==> src/rtl/tccw_pkg.sv <==
// Shared types and constants for the text console character writer.
// Holds the screen geometry, the character classes, the escape-parse modes
// and the queue item and result layouts. No dependencies.
package tccw_pkg;

  localparam int COLUMNS  = 80;
  localparam int ROWS     = 25;
  localparam int TAB_STOP = 8;

  localparam int COL_W   = 7;
  localparam int ROW_W   = 5;
  localparam int IDX_W   = 11;
  localparam int CHAR_W  = 8;
  localparam int ATTR_W  = 8;
  localparam int DATA_W  = 48;

  localparam logic [CHAR_W-1:0] CH_BS    = 8'h08;
  localparam logic [CHAR_W-1:0] CH_TAB   = 8'h09;
  localparam logic [CHAR_W-1:0] CH_LF    = 8'h0A;
  localparam logic [CHAR_W-1:0] CH_CR    = 8'h0D;
  localparam logic [CHAR_W-1:0] CH_ESC   = 8'h1B;
  localparam logic [CHAR_W-1:0] CH_SEMI  = 8'h3B;
  localparam logic [CHAR_W-1:0] CH_CLOSE = 8'h5D;
  localparam logic [CHAR_W-1:0] CH_ZERO  = 8'h30;
  localparam logic [CHAR_W-1:0] CH_NINE  = 8'h39;
  localparam logic [CHAR_W-1:0] CH_LA    = 8'h61;
  localparam logic [CHAR_W-1:0] CH_LF_HEX = 8'h66;

  localparam logic [ATTR_W-1:0] ATTR_RESET = 8'd15;

  // Character classes decided by the front end.
  typedef enum logic [3:0] {
    KIND_NEWLINE,
    KIND_TAB,
    KIND_RETURN,
    KIND_BACKSPACE,
    KIND_ESCAPE,
    KIND_SEMI,
    KIND_CLOSE,
    KIND_HEX,
    KIND_OTHER
  } kind_e;

  // Escape-parse modes, one-hot.
  typedef enum logic [3:0] {
    MODE_TEXT  = 4'b0001,
    MODE_FIRST = 4'b0010,
    MODE_ONE   = 4'b0100,
    MODE_TWO   = 4'b1000
  } mode_e;

  typedef struct packed {
    kind_e             kind;
    logic [3:0]        hex;
    logic [CHAR_W-1:0] char_code;
  } item_t;

  // Result layout, highest bits first so cell_write lands in bit 0.
  typedef struct packed {
    logic [5:0]        pad;
    logic [ROW_W-1:0]  cursor_row_out;
    logic [COL_W-1:0]  cursor_col_out;
    logic              format_error;
    logic              scroll_request;
    logic [ATTR_W-1:0] cell_attr;
    logic [CHAR_W-1:0] cell_char;
    logic [IDX_W-1:0]  cell_index;
    logic              cell_write;
  } result_t;

endpackage

==> src/rtl/text_console_char_writer_unit.sv <==
// Text console character writer, top level. Depends on tccw_pkg, tccw_front,
// tccw_fifo and tccw_back.
// Throughput: one character per cycle on both sides while the result stream
// is not stalled. Each character waits in the queue, then its result is held
// in the executor's output register until it leaves. Reset: cursor home, both
// attributes 15, no escape.
module text_console_char_writer_unit (
  input  logic                         clk_i,
  input  logic                         rst_ni,
  // Input stream. tdata: [7:0] char_code.
  input  logic                         s_axis_tvalid,
  output logic                         s_axis_tready,
  input  logic [7:0]                   s_axis_tdata,
  // Error attribute register write channel.
  input  logic                         cfg_valid_i,
  output logic                         cfg_ready_o,
  input  logic [tccw_pkg::ATTR_W-1:0]  cfg_data_i,
  // Result stream. tdata: [0] cell_write, [11:1] cell_index, [19:12] cell_char,
  // [27:20] cell_attr, [28] scroll_request, [29] format_error,
  // [36:30] cursor_col_out, [41:37] cursor_row_out, [47:42] zero.
  output logic                         m_axis_tvalid,
  input  logic                         m_axis_tready,
  output logic [tccw_pkg::DATA_W-1:0]  m_axis_tdata
);
  import tccw_pkg::*;

  // The front end classifies each byte independently of any state, so the
  // escape parser and cursor logic in the back end never wait on decoding.
  // After reset the queue and the output register are empty; there is no
  // clearing pass.
  item_t   front_item;
  item_t   queued_item;
  logic    queued_valid;
  logic    exec_ready;
  result_t result;

  tccw_front u_front (
    .char_code_i (s_axis_tdata),
    .item_o      (front_item)
  );

  // The two-entry queue takes items from the producer while the consumer stalls, until it is full.
  tccw_fifo u_fifo (
    .clk_i        (clk_i),
    .rst_ni       (rst_ni),
    .push_valid_i (s_axis_tvalid),
    .push_ready_o (s_axis_tready),
    .push_item_i  (front_item),
    .pop_valid_o  (queued_valid),
    .pop_ready_i  (exec_ready),
    .pop_item_o   (queued_item)
  );

  // Writes to the error attribute are taken every cycle. The user must issue
  // them only while the block is idle; the block itself does not enforce this.
  assign cfg_ready_o = 1'b1;

  tccw_back u_back (
    .clk_i        (clk_i),
    .rst_ni       (rst_ni),
    .item_valid_i (queued_valid),
    .item_ready_o (exec_ready),
    .item_i       (queued_item),
    .cfg_valid_i  (cfg_valid_i),
    .cfg_data_i   (cfg_data_i),
    .res_valid_o  (m_axis_tvalid),
    .res_ready_i  (m_axis_tready),
    .res_o        (result)
  );

  assign m_axis_tdata = result;

endmodule

==> src/rtl/tccw_front.sv <==
// Front end of the console writer: classifies an incoming byte.
// Depends on tccw_pkg.
module tccw_front (
  input  logic [7:0]     char_code_i,
  output tccw_pkg::item_t item_o
);
  import tccw_pkg::*;

  logic is_digit;
  logic is_lower;

  assign is_digit = (char_code_i >= CH_ZERO) && (char_code_i <= CH_NINE);
  assign is_lower = (char_code_i >= CH_LA) && (char_code_i <= CH_LF_HEX);

  always_comb begin
    item_o.char_code = char_code_i;
    item_o.hex       = '0;
    if (is_digit) begin
      item_o.hex = 4'(char_code_i - CH_ZERO);
    end else if (is_lower) begin
      item_o.hex = 4'(char_code_i - CH_LA + 8'd10);
    end
    unique case (char_code_i)
      CH_LF:    item_o.kind = KIND_NEWLINE;
      CH_TAB:   item_o.kind = KIND_TAB;
      CH_CR:    item_o.kind = KIND_RETURN;
      CH_BS:    item_o.kind = KIND_BACKSPACE;
      CH_ESC:   item_o.kind = KIND_ESCAPE;
      CH_SEMI:  item_o.kind = KIND_SEMI;
      CH_CLOSE: item_o.kind = KIND_CLOSE;
      default:  item_o.kind = (is_digit || is_lower) ? KIND_HEX : KIND_OTHER;
    endcase
  end

endmodule

==> src/rtl/tccw_fifo.sv <==
// Two-entry queue between the classifier and the executor.
// Depends on tccw_pkg for the item type.
module tccw_fifo (
  input  logic            clk_i,
  input  logic            rst_ni,
  input  logic            push_valid_i,
  output logic            push_ready_o,
  input  tccw_pkg::item_t push_item_i,
  output logic            pop_valid_o,
  input  logic            pop_ready_i,
  output tccw_pkg::item_t pop_item_o
);
  import tccw_pkg::*;

  item_t      mem_q [2];
  logic       wptr_q, wptr_d;
  logic       rptr_q, rptr_d;
  logic [1:0] count_q, count_d;
  logic       do_push, do_pop;

  assign push_ready_o = (count_q != 2'd2);
  assign pop_valid_o  = (count_q != 2'd0);
  assign pop_item_o   = mem_q[rptr_q];
  assign do_push      = push_valid_i && push_ready_o;
  assign do_pop       = pop_valid_o && pop_ready_i;

  always_comb begin
    wptr_d  = wptr_q ^ do_push;
    rptr_d  = rptr_q ^ do_pop;
    count_d = count_q + {1'b0, do_push} - {1'b0, do_pop};
  end

  always_ff @(posedge clk_i or negedge rst_ni) begin
    if (!rst_ni) begin
      wptr_q  <= 1'b0;
      rptr_q  <= 1'b0;
      count_q <= 2'd0;
    end else begin
      wptr_q  <= wptr_d;
      rptr_q  <= rptr_d;
      count_q <= count_d;
    end
  end

  always_ff @(posedge clk_i) begin
    if (do_push) begin
      mem_q[wptr_q] <= push_item_i;
    end
  end

endmodule

==> src/rtl/tccw_back.sv <==
// Executor of the console writer: cursor, attribute and escape parsing,
// with the result held in an output register. Depends on tccw_pkg.
module tccw_back (
  input  logic                         clk_i,
  input  logic                         rst_ni,
  input  logic                         item_valid_i,
  output logic                         item_ready_o,
  input  tccw_pkg::item_t              item_i,
  input  logic                         cfg_valid_i,
  input  logic [tccw_pkg::ATTR_W-1:0]  cfg_data_i,
  output logic                         res_valid_o,
  input  logic                         res_ready_i,
  output tccw_pkg::result_t            res_o
);
  import tccw_pkg::*;

  logic [COL_W-1:0]  col_q;
  logic [ROW_W-1:0]  row_q;
  logic [ATTR_W-1:0] attr_q, attr_d;
  logic [ATTR_W-1:0] err_attr_q;
  mode_e             mode_q, mode_d;
  logic              out_valid_q;
  result_t           out_q, res_d;

  logic [COL_W:0]    col_n;
  logic [ROW_W:0]    row_n;
  logic [COL_W:0]    tab_col;
  logic [11:0]       index_full;
  logic              bad;
  logic              fire;

  assign item_ready_o = !out_valid_q || res_ready_i;
  assign fire         = item_valid_i && item_ready_o;
  assign res_valid_o  = out_valid_q;
  assign res_o        = out_q;

  assign tab_col    = ({1'b0, col_q} | 8'(TAB_STOP - 1)) + 8'd1;
  assign index_full = 12'({7'd0, row_q}) * 12'(COLUMNS) + 12'({5'd0, col_q});

  always_comb begin
    col_n  = {1'b0, col_q};
    row_n  = {1'b0, row_q};
    attr_d = attr_q;
    mode_d = mode_q;
    bad    = 1'b0;
    res_d  = '0;
    unique case (mode_q)
      MODE_TEXT: begin
        unique case (item_i.kind)
          KIND_NEWLINE: begin
            col_n = '0;
            row_n = row_n + 6'd1;
          end
          KIND_TAB: begin
            col_n = (tab_col > 8'(COLUMNS)) ? 8'(COLUMNS) : tab_col;
          end
          KIND_RETURN: col_n = '0;
          KIND_BACKSPACE: begin
            if (col_q != '0) begin
              col_n = col_n - 8'd1;
            end
          end
          KIND_ESCAPE: mode_d = MODE_FIRST;
          default: begin
            // Every other byte, control codes included, lands in a cell.
            res_d.cell_write = 1'b1;
            res_d.cell_index = index_full[IDX_W-1:0];
            res_d.cell_char  = item_i.char_code;
            res_d.cell_attr  = attr_q;
            col_n = col_n + 8'd1;
            if (col_n > 8'(COLUMNS - 1)) begin
              col_n = '0;
              row_n = row_n + 6'd1;
            end
          end
        endcase
        if (row_n >= 6'(ROWS)) begin
          res_d.scroll_request = 1'b1;
          row_n = row_n - 6'd1;
        end
      end
      MODE_FIRST: begin
        if (item_i.kind == KIND_HEX) begin
          attr_d = {4'd0, item_i.hex};
          mode_d = MODE_ONE;
        end else begin
          bad = 1'b1;
        end
      end
      MODE_ONE: begin
        unique case (item_i.kind)
          KIND_HEX: begin
            attr_d = {attr_q[3:0], item_i.hex};
            mode_d = MODE_TWO;
          end
          KIND_SEMI:  mode_d = MODE_FIRST;
          KIND_CLOSE: mode_d = MODE_TEXT;
          default:    bad = 1'b1;
        endcase
      end
      MODE_TWO: begin
        unique case (item_i.kind)
          KIND_SEMI:  mode_d = MODE_FIRST;
          KIND_CLOSE: mode_d = MODE_TEXT;
          default:    bad = 1'b1;
        endcase
      end
      default: mode_d = MODE_TEXT;
    endcase
    if (bad) begin
      mode_d             = MODE_TEXT;
      attr_d             = err_attr_q;
      res_d.format_error = 1'b1;
    end
    res_d.cursor_col_out = col_n[COL_W-1:0];
    res_d.cursor_row_out = row_n[ROW_W-1:0];
  end

  always_ff @(posedge clk_i or negedge rst_ni) begin
    if (!rst_ni) begin
      col_q       <= '0;
      row_q       <= '0;
      attr_q      <= ATTR_RESET;
      err_attr_q  <= ATTR_RESET;
      mode_q      <= MODE_TEXT;
      out_valid_q <= 1'b0;
    end else begin
      if (cfg_valid_i) begin
        err_attr_q <= cfg_data_i;
      end
      if (fire) begin
        col_q       <= col_n[COL_W-1:0];
        row_q       <= row_n[ROW_W-1:0];
        attr_q      <= attr_d;
        mode_q      <= mode_d;
        out_valid_q <= 1'b1;
      end else if (res_ready_i) begin
        out_valid_q <= 1'b0;
      end
    end
  end

  always_ff @(posedge clk_i) begin
    if (fire) begin
      out_q <= res_d;
    end
  end

endmodule
==> config.mk <==
export PLATFORM = sky130hd
export DESIGN_NAME = text_console_char_writer_unit
export DESIGN_NICKNAME = d
export VERILOG_FILES = /design/src/rtl/tccw_pkg.sv /design/src/rtl/text_console_char_writer_unit.sv /design/src/rtl/tccw_front.sv /design/src/rtl/tccw_fifo.sv /design/src/rtl/tccw_back.sv
export SDC_FILE = /design/constraint.sdc
export NUM_CORES = 1
export LEC_CHECK = 0
export BUFFER_PORTS_ARGS = -buffer_cell sky130_fd_sc_hd__buf_2
export CAP_MARGIN = 20
export CORE_MARGIN = 10
export CORE_UTILIZATION = 55
export CTS_CLUSTER_DIAMETER = 150
export DETAILED_ROUTE_END_ITERATION = 10
export MAX_ROUTING_LAYER = met4
export PLACE_DENSITY = 0.76
export SYNTH_ARGS = -nofsm -noshare
export SYNTH_HDL_FRONTEND = slang
export SYNTH_HIERARCHICAL = 1
export SYNTH_SLANG_ARGS = --single-unit
==> constraint.sdc <==
create_clock -name clk_i -period 4.5 [get_ports clk_i]
set_input_delay 0.675 -clock clk_i [delete_from_list [all_inputs] [get_ports clk_i]]
set_output_delay 0.675 -clock clk_i [all_outputs]
set_load 0.05 [all_outputs]
# After elaboration in Yosys (flattened, before gate mapping)
# Memories as Yosys holds them, arrays and structs flattened.
# Index checks and enable logic that the tools add are counted.
# Widths: inputs -> output; s select.
[totals] reg_bits=79 ramBits=32 inputBits=21 output_inout_bits=51 wordCells=119 n_memories=1
[classes] addsub=11 multipliers=1 magnitude_cmp=7 n_eq_ne=24 n_mux=35 bitwise=3 n_reduce_logical=20
[mem_list] name="u_fifo.mem_q" depth=2 width=16 read_ports=1 rd_clocked_by_memory_dff=0 wr=1 line_no="tccw_fifo.sv:15" source="item_t mem_q [2];"
[ops] operator="$eq 8x4->1 const B" count=4
[ops] operator="$mux 7" count=4
[ops] operator="$pmux 4 s7" count=1
[ops] operator="$pmux 7 s4" count=1
[ops] operator="$mux 4" count=6
[ops] operator="$mux 8" count=3
[ops] operator="$eq 4x3->1 const B" count=5
[ops] operator="$add 7x1->8 const B" count=2
[ops] operator="$gt 8x7->1 const B" count=2
[ops] operator="$pmux 4 s4" count=1
[ops] operator="$pmux 8 s2" count=1
[ops] operator="$eq 4x2->1 const B" count=3
[ops] operator="$mux 6" count=2
[ops] operator="$pmux 4 s3" count=1
[ops] operator="$pmux 6 s2" count=1
[ops] operator="$add 11x7->11" count=1
[ops] operator="$mux 1" count=10
[ops] operator="$mux 5" count=2
[ops] operator="$eq 4x1->1 const B" count=2
[ops] operator="$eq 8x5->1 const B" count=1
[ops] operator="$eq 8x6->1 const B" count=1
[ops] operator="$eq 8x7->1 const B" count=1
[ops] operator="$ge 8x6->1 const B" count=1
[ops] operator="$ge 8x7->1 const B" count=1
[ops] operator="other kinds (35)" count=44

# Longest topological paths before layout
[depth] depth_word=8 mapped_depth=16 depth_no_buf=14

# Cells and area by module
# The synthesis kept the hierarchy.
[modules_own_cells] mod="tccw_back" instances=1 cells_per_inst=424 area_per_inst_um2=4391.7 seq_area_each_um2=2098.3
[modules_own_cells] mod="tccw_fifo" instances=1 cells_per_inst=73 area_per_inst_um2=1386.3 seq_area_each_um2=1061.0
[modules_own_cells] mod="tccw_front" instances=1 cells_per_inst=51 area_per_inst_um2=385.4 seq_area_each_um2=0.0
[modules_own_cells] mod="text_console_char_writer_unit" instances=1 cells_per_inst=2 area_per_inst_um2=11.3 seq_area_each_um2=0.0

# Worst setup path before layout
# OpenSTA, ideal clock, no wires.
[synth_path] kind="register to register" startpoint="register u_fifo.rptr_q" endpoint="register u_back.out_q (netlist bit u_back/res_o[38]), data pin" t_arrival_ns=3.409 path_slack_ns=0.947 path_stages_with_launch=17 n_path_buf=2 cell_sequence="dfrtp_1 -> buf_2 -> buf_6 -> mux2_2 -> or2_2 -> a21oi_1 -> a31oi_4 -> nor2_2 -> xor2_1 -> inv_1 -> ha_1 -> nand2b_1 -> nor2_1 -> o221ai_2 -> nor2_2 -> mux2_1 -> o21ai_1"
[synth_rtl] item="start, declared" line_no="tccw_fifo.sv:17" source="logic rptr_q, rptr_d;"
[synth_rtl] item="start signal, assigned" line_no="tccw_fifo.sv:40" source="rptr_q <= rptr_d;"
[synth_rtl] item="end signal, assigned" line_no="tccw_back.sv:145" source="out_q <= res_d;"
[synth_rtl] item="end, declared" line_no="tccw_back.sv:23" source="result_t out_q, res_d;"

==> summary.md <==
| Metric | Value |
|---|---|
| Hold-fix buffers at CTS | `0` |
| Synth Instances | `550` |
| Clock root cell | `clkbuf_16` |
| Setup violations, final | `0` |
| Detail Placement HPWL | `9170 um` |
| Max Buffers Root-to-Sink | `2` |
| Iteration-0 DRC Markers | `275` |
| Io pins | `72` |
| Placed cells | `726` |
| Die ar. | `15900 um2` |
| Share of flip-flops with an asynchronous set or reset | `33.3%` |
| Number of global-route vias before repair | `4409` |
| Routed WL | `13000 um` |
| Initial Util | `56.5%` |
| Max Cap Violations | `0` |
| Die width | `126 um` |
| Non-filler instance count after layout | `742` |
| Max Slew Vio Count | `0` |
| Met3 wire len | `549 um` |
| Synth Register Bits | `111` |
| Antenna diode count | `0` |
| Final Hold Fails | `0` |
| Routed met1 length | `5640 um` |
| Fmax | `247 MHz` |
| GRT Total Usage | `17.2%` |
| Distinct cells, synth | `86` |
| P per Cell Area | `722 nW/um2` |
| Share of the synthesized area in the top cell type | `36.0%` |
| Clk_lat worst skew | `0.35 ns` |
| Clk slew on worst S/H paths | `0.07 ns` |
| Die height | `126 um` |
| Cell family with most CP delay | `simple AND/OR/NAND/NOR gates` |
| Dominant synthesized flop cell | `edfxtp_1` |
| Final nets | `644` |
| Slew margin rel. | `35.1%` |
| Antenna violations before repair | `0` |
| CP Class | `reg -> reg` |
| Core ar. | `10900 um2` |
| Post-CTS Setup Repair Bufs | `0` |
| Global-route wire length before repair | `22100 um` |
| Fin crit share | `90.0%` |
| Post_cts resized | `0` |
| Post-synthesis sequential area ratio | `51.2%` |
| Slew of the pin with the lowest slew margin | `0.968 ns` |
| Hold Path Class | `in -> async` |
| Largest net degree at the start of global routing | `38` |
| Crit path largest cell delay | `0.53 ns` |
| Port buffer count | `64` |
| CTS sink count | `111` |
| Worst EP arrival | `4.26 ns` |
| Cell Chain, Critical Path | `ha_1, and4_4, or4_4, a31oi_4, nor2_2, xor2_1, inv_1, ha_1, nand2b_1, nor2_1, o221ai_2, nor2_2, mux2_1, o21ai_1` |
| Worst-path fanout max | `13` |
| Leakage power | `0.00265 uW` |
| TritonCTS clock tree | `done` |
| Ratio of cells with drive above 1 in the final layout | `24.9%` |
| CP max stage cell | `dfrtp_1` |
| Skew final | `0.00608 ns` |
| H-tree depth | `3` |
| Fill cells | `893` |
| Area Growth Syn to Fin | `9.60%` |
| Highest routed layer | `met4` |
| Grt total ovfl | `0` |
| Crit path required time | `4.71 ns` |
| Cell taking the most area after synthesis | `edfxtp_1` |
| # rows | `38` |
| Kind of start point of the critical path | `flop` |
| TritonCTS buffer count | `9` |
| Post-synth EDFFs | `74` |
| Met2 WL | `6600 um` |
| Yosys warning count | `6` |
| Syn Area/Cell | `11.2 um2` |
| Max IR drop VDD | `0.349 mV` |
| Vias | `4342` |
| RSZ-0062 raised after global routing | `false` |
| Final GP Congestion | `0.946` |
| CP Buf/Inv Count | `1` |
| Post-synthesis cell area | `6170 um2` |
| Drt drc | `0` |
| Area contributors post-synth | `edfxtp_1 (36%), dfrtp_1 (11%), mux2_2 (5.5%)` |
| Post-DRT Antenna Nets | `0` |
| DR vias/cell | `5.85` |
| Worst setup EP type | `flop` |
| Tmin final | `4.05 ns` |
| Average wire per standard cell | `17.6 um` |
| Drt pass-1 iters | `5` |
| Status | `complete, no violations` |
| Setup_tns | `0 ns` |
-- cell usage in the layout (no fill, tap or decap), types with 4 or more instances in the layout --
cell,n
edfxtp_1,74
buf_2,64
nand2_1,52
nor2_1,30
o21ai_0,30
mux2_2,30
dfrtp_1,28
ha_1,24
and2_1,22
inv_1,20
a21oi_1,19
o21ai_1,12
nor3_1,10
nand3_1,10
clkbuf_16,9
xnor2_1,9
o211ai_1,9
dfstp_2,9
nor2b_1,8
conb_1,7
a31oi_1,7
nand2b_1,6
xor2_1,6
nand4_1,5
a221oi_1,4
mux2i_1,4
buf_4,4
-- routing by layer --
layer	GRT usage, %	vias to the layer above
met5	-	-
met1	20.5	2094
met3	2.64	21
met4	6.63	0
met2	28.7	130
li1	-	2097
-- through the flow --
| stage | hold slack, ns | total power (uW) | setup WS [ns] | instance area (um2) | util [%] |
|---|---|---|---|---|---|
| global placement | 0.461 | 4090 | 0.744 | 6490 | 59.3 |
| CTS | 0.464 | 4920 | 0.509 | 6770 | 61.9 |
| detailed placement | 0.471 | 4150 | 0.578 | 6490 | 59.3 |
| finish | 0.441 | 4880 | 0.451 | 6770 | 61.9 |
| global route | 0.507 | 5190 | 0.195 | 6770 | 61.9 |
| floorplan | 0.379 | 3620 | 0.947 | 6190 | - |
-- path summary, 6_finish.rpt --
kind	start	end	slack, ns	depth (start not counted)
setup / recovery	u_back/col_q[4]	u_back/res_o[38]	0.45	14
hold / removal	rst_ni	u_back/err_attr_q[4]	0.44	1
setup reg to reg	u_back/col_q[4]	u_back/res_o[38]	0.45	14
max in group asynchronous	rst_ni	u_back/col_q[0]	3.50	1
hold reg to reg	u_back/attr_q[2]	u_back/attr_q[2]	0.49	2
min in group clk_i	u_back/attr_q[2]	u_back/attr_q[2]	0.49	2
-- logic make-up (layout without fill, tap and decap cells) --
logic type      Yosys count  after routing  synth area share [%]
xor+xnor                 15             15                  2.13
flops                   111            111                  51.2
compound gates          127            127                  14.1
other cells               2              7                 0.122
fa+ha+maj                26             26                  5.51
simple gates            175            175                  15.4
buf+inv                  58            105                  5.09
mux                      36             36                  6.52
-- flip-flops by register name, indices dropped and copies added (netlist names) --
register            count
u_back/col_q            7
u_back/mode_q           4
u_fifo/wptr_q           1
u_back/res_o           42
u_fifo/rptr_q           1
u_back/err_attr_q       8
u_fifo/mem_q           32
u_back/res_valid_o      1
u_back/attr_q           8
u_fifo/count_q          2
u_back/row_q            5
-- layout make-up --
cell class	instances	area, um2	area share (%)
sequential	111	3160	46.7
multi-input combinational	386	2730	40.3
timing repair buffer	68	350	5.18
clock buffer	11	233	3.44
tap	140	175	2.59
inverter	21	78.8	1.16
clock inverter	5	45.0	0.666
-- synth_stat cells, types with 5 or more instances --
cell / instances
dfrtp_1: 28
inv_1: 21
o211ai_1: 9
edfxtp_1: 74
mux2_2: 30
dfstp_2: 9
nand4_1: 5
xnor2_1: 9
buf_2: 5
nand3_1: 10
ha_1: 24
nor2b_1: 8
buf_4: 19
xor2_1: 6
nand2b_1: 6
a21oi_1: 19
nor3_1: 10
nor2_1: 30
clkbuf_1: 10
nand2_1: 52
a31oi_1: 7
and2_1: 22
o21ai_0: 30
o21ai_1: 12
-- power by group --
group	leakage [uW]	switching, uW	internal [uW]
Combinational	0.00136	1670	685
Clock	0.000132	373	383
Sequential	0.00116	211	1560
Total	0.00265	2250	2630
(Power assumes the default switching activity.)
